<file path="src/rtl/mfp_pkg.sv">
// Shared types, codes and layout decoding for the market feed message parser.
`timescale 1ns / 1ps

package mfp_pkg;

  localparam int NumKinds     = 9;
  localparam int PosWidth     = 6;
  localparam int MaxMsgLen    = 34;

  localparam logic [7:0] TYPE_ADD       = 8'h41;
  localparam logic [7:0] TYPE_CONTROL   = 8'h43;
  localparam logic [7:0] TYPE_REDUCE    = 8'h44;
  localparam logic [7:0] TYPE_EXECUTION = 8'h45;
  localparam logic [7:0] TYPE_MASTER    = 8'h4C;
  localparam logic [7:0] TYPE_MODIFY    = 8'h4D;
  localparam logic [7:0] TYPE_REMOTE    = 8'h52;
  localparam logic [7:0] TYPE_PROTOCOL  = 8'h5A;

  typedef enum logic [3:0] {
    KIND_ADD       = 4'd0,
    KIND_CONTROL   = 4'd1,
    KIND_REDUCE    = 4'd2,
    KIND_EXECUTION = 4'd3,
    KIND_MASTER    = 4'd4,
    KIND_MODIFY    = 4'd5,
    KIND_REMOTE    = 4'd6,
    KIND_PROTOCOL  = 4'd7,
    KIND_UNKNOWN   = 4'd8
  } kind_e;

  typedef enum logic [3:0] {
    FLD_TIME,
    FLD_STOCK,
    FLD_FIRST,
    FLD_SECOND,
    FLD_PRICE,
    FLD_VOLUME,
    FLD_A,
    FLD_B,
    FLD_C,
    FLD_NONE
  } field_e;

  typedef struct packed {
    logic  hit;
    kind_e kind;
  } type_hit_t;

  typedef struct packed {
    field_e     field;
    logic [2:0] offset;
    logic       last;
  } seg_t;

  typedef struct packed {
    logic  en;
    kind_e kind;
  } bump_t;

  function automatic type_hit_t lookup_type(logic [7:0] b);
    type_hit_t r;
    r.hit  = 1'b1;
    r.kind = KIND_UNKNOWN;
    case (b)
      TYPE_ADD:       r.kind = KIND_ADD;
      TYPE_CONTROL:   r.kind = KIND_CONTROL;
      TYPE_REDUCE:    r.kind = KIND_REDUCE;
      TYPE_EXECUTION: r.kind = KIND_EXECUTION;
      TYPE_MASTER:    r.kind = KIND_MASTER;
      TYPE_MODIFY:    r.kind = KIND_MODIFY;
      TYPE_REMOTE:    r.kind = KIND_REMOTE;
      TYPE_PROTOCOL:  r.kind = KIND_PROTOCOL;
      default:        r.hit  = 1'b0;
    endcase
    return r;
  endfunction

  // Maps a byte position after the type byte to its field and byte offset.
  function automatic seg_t decode_seg(kind_e kind, logic [PosWidth-1:0] pos);
    seg_t                r;
    logic [PosWidth-1:0] base;
    logic [PosWidth-1:0] last_pos;
    r.field  = FLD_NONE;
    base     = '0;
    last_pos = '0;
    case (kind)
      KIND_ADD: begin
        last_pos = 6'd26;
        case (pos) inside
          [6'd0:6'd7]:   begin r.field = FLD_TIME;   base = 6'd0;  end
          [6'd8:6'd9]:   begin r.field = FLD_STOCK;  base = 6'd8;  end
          [6'd10:6'd17]: begin r.field = FLD_FIRST;  base = 6'd10; end
          [6'd18:6'd21]: begin r.field = FLD_PRICE;  base = 6'd18; end
          [6'd22:6'd25]: begin r.field = FLD_VOLUME; base = 6'd22; end
          6'd26:         begin r.field = FLD_A;      base = 6'd26; end
          default:       r.field = FLD_NONE;
        endcase
      end
      KIND_CONTROL: begin
        last_pos = 6'd10;
        case (pos) inside
          [6'd0:6'd7]:   begin r.field = FLD_TIME;   base = 6'd0;  end
          [6'd8:6'd9]:   begin r.field = FLD_STOCK;  base = 6'd8;  end
          6'd10:         begin r.field = FLD_A;      base = 6'd10; end
          default:       r.field = FLD_NONE;
        endcase
      end
      KIND_REDUCE: begin
        last_pos = 6'd21;
        case (pos) inside
          [6'd0:6'd7]:   begin r.field = FLD_TIME;   base = 6'd0;  end
          [6'd8:6'd9]:   begin r.field = FLD_STOCK;  base = 6'd8;  end
          [6'd10:6'd17]: begin r.field = FLD_FIRST;  base = 6'd10; end
          [6'd18:6'd21]: begin r.field = FLD_VOLUME; base = 6'd18; end
          default:       r.field = FLD_NONE;
        endcase
      end
      KIND_EXECUTION: begin
        last_pos = 6'd29;
        case (pos) inside
          [6'd0:6'd7]:   begin r.field = FLD_TIME;   base = 6'd0;  end
          [6'd8:6'd9]:   begin r.field = FLD_STOCK;  base = 6'd8;  end
          [6'd10:6'd17]: begin r.field = FLD_FIRST;  base = 6'd10; end
          [6'd18:6'd21]: begin r.field = FLD_VOLUME; base = 6'd18; end
          [6'd22:6'd29]: begin r.field = FLD_SECOND; base = 6'd22; end
          default:       r.field = FLD_NONE;
        endcase
      end
      KIND_MASTER: begin
        last_pos = 6'd28;
        case (pos) inside
          [6'd0:6'd7]:   begin r.field = FLD_TIME;   base = 6'd0;  end
          [6'd8:6'd9]:   begin r.field = FLD_STOCK;  base = 6'd8;  end
          [6'd10:6'd17]: begin r.field = FLD_FIRST;  base = 6'd10; end
          [6'd18:6'd25]: begin r.field = FLD_SECOND; base = 6'd18; end
          6'd26:         begin r.field = FLD_A;      base = 6'd26; end
          6'd27:         begin r.field = FLD_B;      base = 6'd27; end
          6'd28:         begin r.field = FLD_C;      base = 6'd28; end
          default:       r.field = FLD_NONE;
        endcase
      end
      KIND_MODIFY: begin
        last_pos = 6'd33;
        case (pos) inside
          [6'd0:6'd7]:   begin r.field = FLD_TIME;   base = 6'd0;  end
          [6'd8:6'd9]:   begin r.field = FLD_STOCK;  base = 6'd8;  end
          [6'd10:6'd17]: begin r.field = FLD_FIRST;  base = 6'd10; end
          [6'd18:6'd25]: begin r.field = FLD_SECOND; base = 6'd18; end
          [6'd26:6'd29]: begin r.field = FLD_PRICE;  base = 6'd26; end
          [6'd30:6'd33]: begin r.field = FLD_VOLUME; base = 6'd30; end
          default:       r.field = FLD_NONE;
        endcase
      end
      KIND_REMOTE: begin
        last_pos = 6'd17;
        case (pos) inside
          [6'd0:6'd7]:   begin r.field = FLD_TIME;   base = 6'd0;  end
          [6'd8:6'd9]:   begin r.field = FLD_STOCK;  base = 6'd8;  end
          [6'd10:6'd17]: begin r.field = FLD_FIRST;  base = 6'd10; end
          default:       r.field = FLD_NONE;
        endcase
      end
      KIND_PROTOCOL: begin
        last_pos = 6'd11;
        case (pos) inside
          [6'd0:6'd7]:   begin r.field = FLD_TIME;   base = 6'd0;  end
          [6'd8:6'd11]:  begin r.field = FLD_PRICE;  base = 6'd8;  end
          default:       r.field = FLD_NONE;
        endcase
      end
      default: begin
        r.field  = FLD_NONE;
        last_pos = '0;
      end
    endcase
    r.offset = 3'(pos - base);
    r.last   = (pos >= last_pos);
    return r;
  endfunction

endpackage

</file>
<file path="src/rtl/mfp_counters.sv">
// Saturating per-kind message counters of the market feed message parser.
`timescale 1ns / 1ps

module mfp_counters #(
  parameter int COUNT_WIDTH = 32
) (
  input  logic                   clk_i,
  input  logic                   rst_ni,
  input  mfp_pkg::bump_t         bump_i,
  output logic [COUNT_WIDTH-1:0] count_o
);

  logic [COUNT_WIDTH-1:0] cnt_q [mfp_pkg::NumKinds];
  logic [COUNT_WIDTH-1:0] cur;
  logic                   in_range;

  assign in_range = (bump_i.kind <= mfp_pkg::KIND_UNKNOWN);
  assign cur      = in_range ? cnt_q[bump_i.kind] : '0;
  assign count_o  = (cur == '1) ? cur : cur + COUNT_WIDTH'(1);

  always_ff @(posedge clk_i or negedge rst_ni) begin
    if (!rst_ni) begin
      for (int i = 0; i < mfp_pkg::NumKinds; i++) begin
        cnt_q[i] <= '0;
      end
    end else if (bump_i.en && in_range) begin
      cnt_q[bump_i.kind] <= count_o;
    end
  end

endmodule

</file>
<file path="src/rtl/market_feed_message_parser.sv">
// Top level of the market feed message parser: byte stream in, parsed records out.
`timescale 1ns / 1ps

// Channel   Handshake                  Payload
// input     in_valid_i / in_stall_o    data_byte_i
// output    out_valid_o / out_stall_i  kind_o .. kind_count_o
//
// One byte is taken per cycle while the input is not stalled. A byte passes an input
// register and is then decoded and merged into the field accumulators; the record
// that its last byte completes is written into the output register at the same time.
// Reset clears the parse state and all counters. A stalled record holds the
// pipeline, and the input stalls only while a byte waits behind that record.

module market_feed_message_parser #(
  parameter int COUNT_WIDTH = 32
) (
  input  logic        clk_i,
  input  logic        rst_ni,
  input  logic        in_valid_i,
  output logic        in_stall_o,
  input  logic [7:0]  data_byte_i,
  output logic        out_valid_o,
  input  logic        out_stall_i,
  output logic [3:0]  kind_o,
  output logic [63:0] timestamp_o,
  output logic [15:0] stock_id_o,
  output logic [63:0] first_id_o,
  output logic [63:0] second_id_o,
  output logic [31:0] price_or_version_o,
  output logic [31:0] volume_o,
  output logic [7:0]  byte_a_o,
  output logic [7:0]  byte_b_o,
  output logic [7:0]  byte_c_o,
  output logic [31:0] kind_count_o
);

  logic                          byte_vld_q;
  logic [7:0]                    byte_q;
  logic                          blocked;
  logic                          advance;
  logic                          in_accept;

  logic                          busy_q, busy_d;
  mfp_pkg::kind_e                kind_q, kind_d;
  logic [mfp_pkg::PosWidth-1:0]  pos_q, pos_d;
  logic [63:0]                   time_q, time_d;
  logic [15:0]                   stock_q, stock_d;
  logic [63:0]                   first_q, first_d;
  logic [63:0]                   second_q, second_d;
  logic [31:0]                   price_q, price_d;
  logic [31:0]                   volume_q, volume_d;
  logic [7:0]                    a_q, a_d;
  logic [7:0]                    b_q, b_d;
  logic [7:0]                    c_q, c_d;

  mfp_pkg::type_hit_t            hit;
  mfp_pkg::seg_t                 seg;
  logic                          emit;
  mfp_pkg::bump_t                bump;
  logic [COUNT_WIDTH-1:0]        new_count;

  logic                          out_vld_q;
  mfp_pkg::kind_e                rec_kind_q;
  logic [63:0]                   rec_time_q;
  logic [15:0]                   rec_stock_q;
  logic [63:0]                   rec_first_q;
  logic [63:0]                   rec_second_q;
  logic [31:0]                   rec_price_q;
  logic [31:0]                   rec_volume_q;
  logic [7:0]                    rec_a_q;
  logic [7:0]                    rec_b_q;
  logic [7:0]                    rec_c_q;
  logic [31:0]                   rec_count_q;

  assign blocked    = out_vld_q && out_stall_i;
  assign advance    = byte_vld_q && !blocked;
  assign in_stall_o = byte_vld_q && blocked;
  assign in_accept  = in_valid_i && !in_stall_o;

  always_ff @(posedge clk_i or negedge rst_ni) begin
    if (!rst_ni) begin
      byte_vld_q <= 1'b0;
    end else if (in_accept) begin
      byte_vld_q <= 1'b1;
    end else if (advance) begin
      byte_vld_q <= 1'b0;
    end
  end

  always_ff @(posedge clk_i) begin
    if (in_accept) begin
      byte_q <= data_byte_i;
    end
  end

  assign hit = mfp_pkg::lookup_type(byte_q);
  assign seg = mfp_pkg::decode_seg(kind_q, pos_q);

  always_comb begin
    busy_d   = busy_q;
    kind_d   = kind_q;
    pos_d    = pos_q;
    time_d   = time_q;
    stock_d  = stock_q;
    first_d  = first_q;
    second_d = second_q;
    price_d  = price_q;
    volume_d = volume_q;
    a_d      = a_q;
    b_d      = b_q;
    c_d      = c_q;
    emit     = 1'b0;
    if (!busy_q) begin
      time_d   = '0;
      stock_d  = '0;
      first_d  = '0;
      second_d = '0;
      price_d  = '0;
      volume_d = '0;
      a_d      = '0;
      b_d      = '0;
      c_d      = '0;
      pos_d    = '0;
      if (hit.hit) begin
        busy_d = 1'b1;
        kind_d = hit.kind;
      end else begin
        emit = 1'b1;
      end
    end else begin
      case (seg.field)
        mfp_pkg::FLD_TIME:   time_d[{seg.offset, 3'b000} +: 8] = byte_q;
        mfp_pkg::FLD_STOCK:  stock_d[{seg.offset[0], 3'b000} +: 8] = byte_q;
        mfp_pkg::FLD_FIRST:  first_d[{seg.offset, 3'b000} +: 8] = byte_q;
        mfp_pkg::FLD_SECOND: second_d[{seg.offset, 3'b000} +: 8] = byte_q;
        mfp_pkg::FLD_PRICE:  price_d[{seg.offset[1:0], 3'b000} +: 8] = byte_q;
        mfp_pkg::FLD_VOLUME: volume_d[{seg.offset[1:0], 3'b000} +: 8] = byte_q;
        mfp_pkg::FLD_A:      a_d = byte_q;
        mfp_pkg::FLD_B:      b_d = byte_q;
        mfp_pkg::FLD_C:      c_d = byte_q;
        default:             a_d = a_q;
      endcase
      if (seg.last) begin
        emit   = 1'b1;
        busy_d = 1'b0;
        pos_d  = '0;
      end else begin
        pos_d = pos_q + mfp_pkg::PosWidth'(1);
      end
    end
  end

  always_ff @(posedge clk_i or negedge rst_ni) begin
    if (!rst_ni) begin
      busy_q <= 1'b0;
      kind_q <= mfp_pkg::KIND_ADD;
      pos_q  <= '0;
    end else if (advance) begin
      busy_q <= busy_d;
      kind_q <= kind_d;
      pos_q  <= pos_d;
    end
  end

  always_ff @(posedge clk_i) begin
    if (advance) begin
      time_q   <= time_d;
      stock_q  <= stock_d;
      first_q  <= first_d;
      second_q <= second_d;
      price_q  <= price_d;
      volume_q <= volume_d;
      a_q      <= a_d;
      b_q      <= b_d;
      c_q      <= c_d;
    end
  end

  assign bump.en   = advance && emit;
  assign bump.kind = busy_q ? kind_q : mfp_pkg::KIND_UNKNOWN;

  mfp_counters #(
    .COUNT_WIDTH(COUNT_WIDTH)
  ) u_counters (
    .clk_i   (clk_i),
    .rst_ni  (rst_ni),
    .bump_i  (bump),
    .count_o (new_count)
  );

  always_ff @(posedge clk_i or negedge rst_ni) begin
    if (!rst_ni) begin
      out_vld_q <= 1'b0;
    end else if (bump.en) begin
      out_vld_q <= 1'b1;
    end else if (!out_stall_i) begin
      out_vld_q <= 1'b0;
    end
  end

  always_ff @(posedge clk_i) begin
    if (bump.en) begin
      rec_kind_q   <= bump.kind;
      rec_time_q   <= time_d;
      rec_stock_q  <= stock_d;
      rec_first_q  <= first_d;
      rec_second_q <= second_d;
      rec_price_q  <= price_d;
      rec_volume_q <= volume_d;
      rec_a_q      <= busy_q ? a_d : byte_q;
      rec_b_q      <= b_d;
      rec_c_q      <= c_d;
      rec_count_q  <= 32'(new_count);
    end
  end

  assign out_valid_o        = out_vld_q;
  assign kind_o             = rec_kind_q;
  assign timestamp_o        = rec_time_q;
  assign stock_id_o         = rec_stock_q;
  assign first_id_o         = rec_first_q;
  assign second_id_o        = rec_second_q;
  assign price_or_version_o = rec_price_q;
  assign volume_o           = rec_volume_q;
  assign byte_a_o           = rec_a_q;
  assign byte_b_o           = rec_b_q;
  assign byte_c_o           = rec_c_q;
  assign kind_count_o       = rec_count_q;

  a_idle_pos_zero: assert property (@(posedge clk_i) disable iff (!rst_ni)
    !busy_q |-> pos_q == '0)
    else $error("Parse position is not zero while awaiting a type byte.");

  a_pos_in_range: assert property (@(posedge clk_i) disable iff (!rst_ni)
    busy_q |-> pos_q < mfp_pkg::PosWidth'(mfp_pkg::MaxMsgLen))
    else $error("Parse position ran past the longest message.");

  a_unknown_clean: assert property (@(posedge clk_i) disable iff (!rst_ni)
    out_vld_q && rec_kind_q == mfp_pkg::KIND_UNKNOWN |->
      rec_time_q == '0 && rec_first_q == '0 && rec_b_q == '0)
    else $error("Unknown-type record carries message data.");

  a_count_nonzero: assert property (@(posedge clk_i) disable iff (!rst_ni)
    out_vld_q |-> rec_count_q != '0)
    else $error("Record count does not include the record itself.");

  a_record_after_emit: assert property (@(posedge clk_i) disable iff (!rst_ni)
    bump.en |=> out_vld_q && rec_kind_q == $past(bump.kind))
    else $error("Emitted record did not reach the output register.");

endmodule

</file>
<file path="config.mk">
export PLATFORM = sky130hd
export DESIGN_NAME = market_feed_message_parser
export DESIGN_NICKNAME = d
export VERILOG_FILES = /design/src/rtl/mfp_pkg.sv /design/src/rtl/mfp_counters.sv /design/src/rtl/market_feed_message_parser.sv
export SDC_FILE = /design/constraint.sdc
export NUM_CORES = 1
export LEC_CHECK = 0
export BUFFER_PORTS_ARGS = -buffer_cell sky130_fd_sc_hd__buf_2
export CORE_AREA = 5 5 274 276
export DETAILED_ROUTE_END_ITERATION = 10
export DIE_AREA = 0 0 279 281
export GPL_TIMING_DRIVEN = 0
export PLACE_DENSITY = 0.87
export SYNTH_ARGS = -nofsm -noshare
export SYNTH_HDL_FRONTEND = slang
export SYNTH_SLANG_ARGS = --single-unit
</file>
<file path="constraint.sdc">
create_clock -name clk_i -period 45.7 [get_ports clk_i]
set_input_delay 4.57 -clock clk_i [delete_from_list [all_inputs] [get_ports clk_i]]
set_output_delay 4.57 -clock clk_i [all_outputs]
set_load 0.02 [all_outputs]
</file>
# --- Word level (Yosys, flattened, before mapping) ---
# Index checks and enable logic that the tools add are counted.
totals:
  register_bits: 937
  inputBits: 12
  out_inout_bits: 334
  elab_cells: 243
classes:
  n_addsub: 6
  magnitude_cmp: 19
  eq_ne: 29
  shift: 6
  n_mux: 122
  bitwise: 2
  n_reduce_logical: 24
ops:
  columns: ["cell", "count"]
  rows:
  - ["$mux W64", 6]
  - ["$bwmux W288", 1]
  - ["$mux W32", 9]
  - ["$bwmux W64", 3]
  - ["$mux W4", 36]
  - ["$bmux W32 S4", 1]
  - ["$demux W32 S4", 1]
  - ["$mux W3", 31]
  - ["$bwmux W32", 2]
  - ["$eq A8 B7 Y1 const B", 8]
  - ["$pmux W4 S8", 2]
  - ["$shift A8 B8 Y64 const A", 1]
  - ["$shiftx A8 B8 Y64", 1]
  - ["$mux W8", 7]
  - ["$pmux W6 S8", 1]
  - ["$add A32 B1 Y32 const B", 1]
  - ["$eq A32 B32 Y1 const B", 1]
  - ["$eq A4 B3 Y1 const B", 8]
  - ["$mux W16", 2]
  - ["$shift A8 B7 Y32 const A", 1]
  - ["$shiftx A8 B7 Y32", 1]
  - ["$ge A6 B5 Y1 const B", 4]
  - ["$le A6 B5 Y1 const B", 4]
  - ["$pmux W3 S8", 1]
  - ["34 further kinds", 75]

# --- Longest topological paths before layout ---
depth:
  depth_word: 15
  mapped_depth: 21
  mapped_depth_nobuf: 19

# --- Modules after synthesis ---
# A second synthesis with hierarchy kept.
hier_totals:
  hier_cells: 3053
  hier_area_um2: 40060.9
by_module_without_submodules:
  columns: ["module", "n_inst", "cells_each", "area_per_inst_um2", "seq_area_each_um2"]
  rows:
  - ["market_feed_message_parser", 1, 1695, 26170.1, 19423.6]
  - ["mfp_counters", 1, 1358, 13890.8, 7206.9]

# --- Worst setup path after synthesis ---
# Ideal clock, no wire load.
synth_path:
  path_type: "input -> register"
  from: "input port out_stall_i"
  to: "register rec_a_q[0], in the netlist byte_a_o[0], enable pin"
  setup_ps: 1034
  arrival_ps: 18760
  t_required_ps: 44666
  setup_slack_ps: 25906
  path_stages: 5
  path_buffers: 0
  cell_sequence: "nand2_1 > nand2_1 > inv_1 > nand2b_1 > nor2_1"
synth_lines:
  columns: ["element", "line_no", "source"]
  rows:
  - ["start, declared", "market_feed_message_parser.sv:23", "input logic out_stall_i,"]
  - ["end signal, assigned", "market_feed_message_parser.sv:210", "rec_a_q <= busy_q ? a_d : byte_q;"]
  - ["end, declared", "market_feed_message_parser.sv:70", "logic [7:0] rec_a_q;"]

# --- Worst setup path after layout ---
layout_path:
  from: "input port out_stall_i"
  to: "output port in_stall_o"
layout_via:
  elab_chain_cells: 2
layout_lines:
  columns: ["element", "line_no", "source"]
  rows:
  - ["$logic_and A1 B1 Y1", "market_feed_message_parser.sv:75", "assign blocked = out_vld_q && out_stall_i;"]
  - ["$logic_and A1 B1 Y1", "market_feed_message_parser.sv:77", "assign in_stall_o = byte_vld_q && blocked;"]
  - ["end, declared", "market_feed_message_parser.sv:20", "output logic in_stall_o,"]
# Every way passes these cells.

==> results.py <==
metrics = {
    "sta": {
        "post-route-period-util_pct": 21.2,
        "layout_min_cycle_time_ns": 9.69,
        "drv_slew": 0,
        "timing.fmax_mhz": 103,
        "worst_pin_slew_ns": 1.41,
        "tns_ns": 0,
        "rsz0062_at_grt": "no",
        "final-setup-viol-count": 0,
        "fin_skew_ns": 0.0411,
        "slew_headroom_pct": 5.30,
        "hold_slack_ns": 0.478,
        "hold_viol": 0,
    },
    "cts": {
        "cts_root_buf": "clkbuf_16",
        "clockBufferDepth": 3,
        "ctsHoldBuffers": 0,
        "tritoncts": "built",
        "path_clk_slew_ns": 0.06,
        "ctsResizeCount": 0,
        "post_cts_buffers": 0,
        "htree_num_levels": 3,
        "cts_sinks": 937,
        "clk_latency_ns": 0.67,
        "numCtsBuffers": 93,
    },
    "critical_path": {
        "r2r_end": "timestamp_o[1]$_DFFE_PP_",
        "path_cells": "buf_2, nand3_1, inv_1, buf_2",
        "r2r_slack_ns": 39.13,
        "cp_max_fo": 3,
        "critPathSlowestCell": "buf_2",
        "crit_path_end_kind": "output port",
        "critical_path_required_ns": 41.13,
        "arrival_ns": 5.12,
        "cpMostUsedCell": "buf_2",
        "slowest_delay_ns": 0.20,
        "crit_type": "in -> out",
        "regToRegStartpoint": "pos_q[1]$_DFFE_PN0P_",
        "reg2reg_depth": 14,
        "cp-start-kind": "primary input",
    },
    "layout": {
        "nets": 3441,
        "fin_util_pct": 64.4,
        "final_cells": 4444,
        "drive_gt1_share_pct": 21.2,
        "nFillCells": 4995,
        "area_growth_pct": 16.1,
    },
    "yosys": {
        "synth_flop_cell": "edfxtp_1",
        "yosys_warnings": 0,
        "netlist_instances": 2950,
        "synthesis.area_um2": 40100,
        "yosysUniqueCellTypes": 101,
        "async_flop_share_pct": 32.1,
        "avgSynthCellArea_um2": 13.6,
        "synth_nets": 2982,
        "ys_seq_elements": 937,
        "synth_edf_count": 636,
        "yosysSeqAreaShare_pct": 66.3,
    },
    "floorplanning": {
        "die_h_um": 281,
        "dieArea_um2": 78400,
        "num_rows": 99,
        "die_x_um": 279,
        "ios": 346,
        "coreArea_um2": 72300,
        "start_util_pct": 55.5,
    },
    "detailed_routing": {
        "vias_per_cell": 6.30,
        "vias": 27975,
        "first_pass_iters": 8,
        "wire_per_inst_um": 26.4,
        "finalWirelength_um": 117000,
        "ant_nets": 0,
        "dr.first_iter.drc_count": 3876,
        "drc": 0,
    },
    "global_routing": {
        "gr-usage-all-layers_pct": 28.9,
        "grt_pass1_vias": 27381,
        "grt_max_degree": 123,
        "grt-ovfl-total": 0,
        "grt_pass1_wl_um": 172000,
        "grt_antenna_before_repair": 3,
    },
    "status": {
        "status": "finished clean",
    },
    "placement": {
        "dp_hpwl_um": 78900,
        "io_buffers": 345,
        "place_inst": 4273,
        "gp_congestion": 0.964,
    },
    "power": {
        "powerDensity_nw_per_um2": 58.5,
        "leakagePower_nw": 19.7,
        "ir_drop_mv": 0.0390,
    },
    "min_path": {
        "min_delay_path_depth": 2,
        "holdPathEnd": "u_counters.cnt_q[133]$_DFFE_PN0P_",
        "hold_path_startpoint": "u_counters.cnt_q[133]$_DFFE_PN0P_",
        "min_path_type": "reg -> reg",
    },
    "job": {
        "cap_violations": 0,
    },
}
==> layer usage <==
| layer | share of wire, % | vias to the layer above | wire length [um] | GRT usage (%) |
|---|---|---|---|---|
| met5 | 0.031 | - | 36 | 0.244 |
| met2 | 46 | 1904 | 54200 | 45.9 |
| li1 | - | 11811 | - | - |
| met4 | 5.2 | 6 | 6100 | 13.1 |
| met1 | 38 | 13863 | 44300 | 38.4 |
| met3 | 11 | 391 | 12500 | 6.75 |
==> cell usage after synthesis, drive strengths merged (8+ instances only) <==
| master | instances | area, um^2 |
|---|---|---|
| o221a | 8 | 90.1 |
| nor3b | 9 | 83.8 |
| ha | 19 | 238 |
| o2111ai | 14 | 146 |
| nand4 | 15 | 93.8 |
| mux2i | 377 | 3780 |
| and3 | 12 | 75.1 |
| xnor2 | 17 | 216 |
| o31ai | 42 | 315 |
| and2 | 35 | 219 |
| o22ai | 30 | 194 |
| nor2b | 9 | 56.3 |
| nand2 | 529 | 1990 |
| xor2 | 8 | 77.6 |
| dfrtp | 301 | 7530 |
| or2 | 11 | 68.8 |
| edfxtp | 636 | 19100 |
| nand2b | 27 | 169 |
| o21ai | 175 | 876 |
| nor2 | 101 | 382 |
| mux4 | 16 | 360 |
| nor3 | 32 | 221 |
| nor4 | 8 | 71.3 |
| nand3 | 30 | 150 |
| mux2 | 109 | 1230 |
| a221o | 17 | 173 |
| a221oi | 17 | 155 |
| a31oi | 14 | 100 |
| a21oi | 18 | 101 |
| clkbuf | 123 | 462 |
| nor4b | 9 | 106 |
| inv | 34 | 128 |
| buf | 52 | 340 |
==> per-stage QoR <==
stage,worst slack [ns],cell area [um^2],total power [mW]
2_1_floorplan,25.91,40100,1.72
3_3_place_gp,18.89,43100,1.97
3_5_place_dp,36.00,43500,1.94
4_1_cts,36.00,46600,2.72
5_1_grt,35.97,46600,2.82
6_report,36.01,46600,2.73
==> how the worst max path moves through the flow <==
stage / startpoint / endpoint / cells past startpoint
4_1_cts: out_stall_i / in_stall_o / 4
3_3_place_gp: out_stall_i / price_or_version_o[3]$_DFFE_PP_ / 6
5_1_grt: out_stall_i / in_stall_o / 4
2_1_floorplan: out_stall_i / byte_a_o[0]$_DFFE_PP_ / 5
6_report: out_stall_i / in_stall_o / 4
3_5_place_dp: out_stall_i / in_stall_o / 4
==> worst max-delay path, delay by kind of cell <==
kind          cells  cell delay (ns)
buf+inv           3             0.45
simple gates      1             0.10
==> cell families after synthesis <==
logic type               synth area share (%)
multiplexers                             13.4
XOR/XNOR                                0.732
AND/OR/NAND/NOR                          9.81
AO/OA/AOI/OAI                            6.77
flip-flops                               66.3
buffers and inverters                    2.32
adder cells (fa/ha/maj)                 0.667
==> registers in the layout, indices dropped and copies added (netlist names), 16 cells and up <==
| name | cells |
|---|---|
| u_counters.cnt_q | 288 |
| first_q | 64 |
| second_q | 64 |
| second_id_o | 64 |
| volume_o | 32 |
| first_id_o | 64 |
| price_or_version_o | 32 |
| stock_id_o | 16 |
| time_q | 64 |
| price_q | 32 |
| stock_q | 16 |
| volume_q | 32 |
| timestamp_o | 64 |
| kind_count_o | 32 |
==> layout by cell type (no fill, tap or decap), types with 9 or more instances in the layout <==
cell	count
mux2_2	109
mux4_2	16
o2111ai_1	12
dfrtp_1	301
clkinv_2	12
and2_1	35
nor2_1	99
o22ai_1	29
nor2b_1	9
inv_1	34
nand4_1	15
clkbuf_1	145
nor3_1	26
edfxtp_1	636
a221oi_1	16
xnor2_2	9
nand3_1	30
nand2_1	528
buf_12	11
a21oi_1	15
o21ai_0	173
and3_1	12
ha_1	19
clkinv_1	14
nand2b_1	27
clkbuf_16	95
a221o_1	15
or2_2	11
mux2i_1	376
a31oi_1	12
buf_2	373
o31ai_1	42
==> power by group <==
group / internal, mW / total, mW / switching (mW)
sequential: 1.18 / 1.24 / 0.0577
combinational: 0.200 / 0.718 / 0.518
clock: 0.435 / 0.769 / 0.334
total: 1.82 / 2.73 / 0.910
==> layout make-up <==
type / instances / area, um^2 / share of cell area [%]
sequential: 937 / 26600 / 57.2
multi-input combinational: 1804 / 12600 / 27.0
clock buffer: 121 / 2500 / 5.38
timing repair buffer: 364 / 2180 / 4.67
tap: 959 / 1200 / 2.58
buffer: 175 / 806 / 1.73
clock inverter: 49 / 556 / 1.19
inverter: 34 / 128 / 0.274
antenna: 1 / 2.50 / 0.00537
Note: power is estimated with default switching activity, not from simulation.
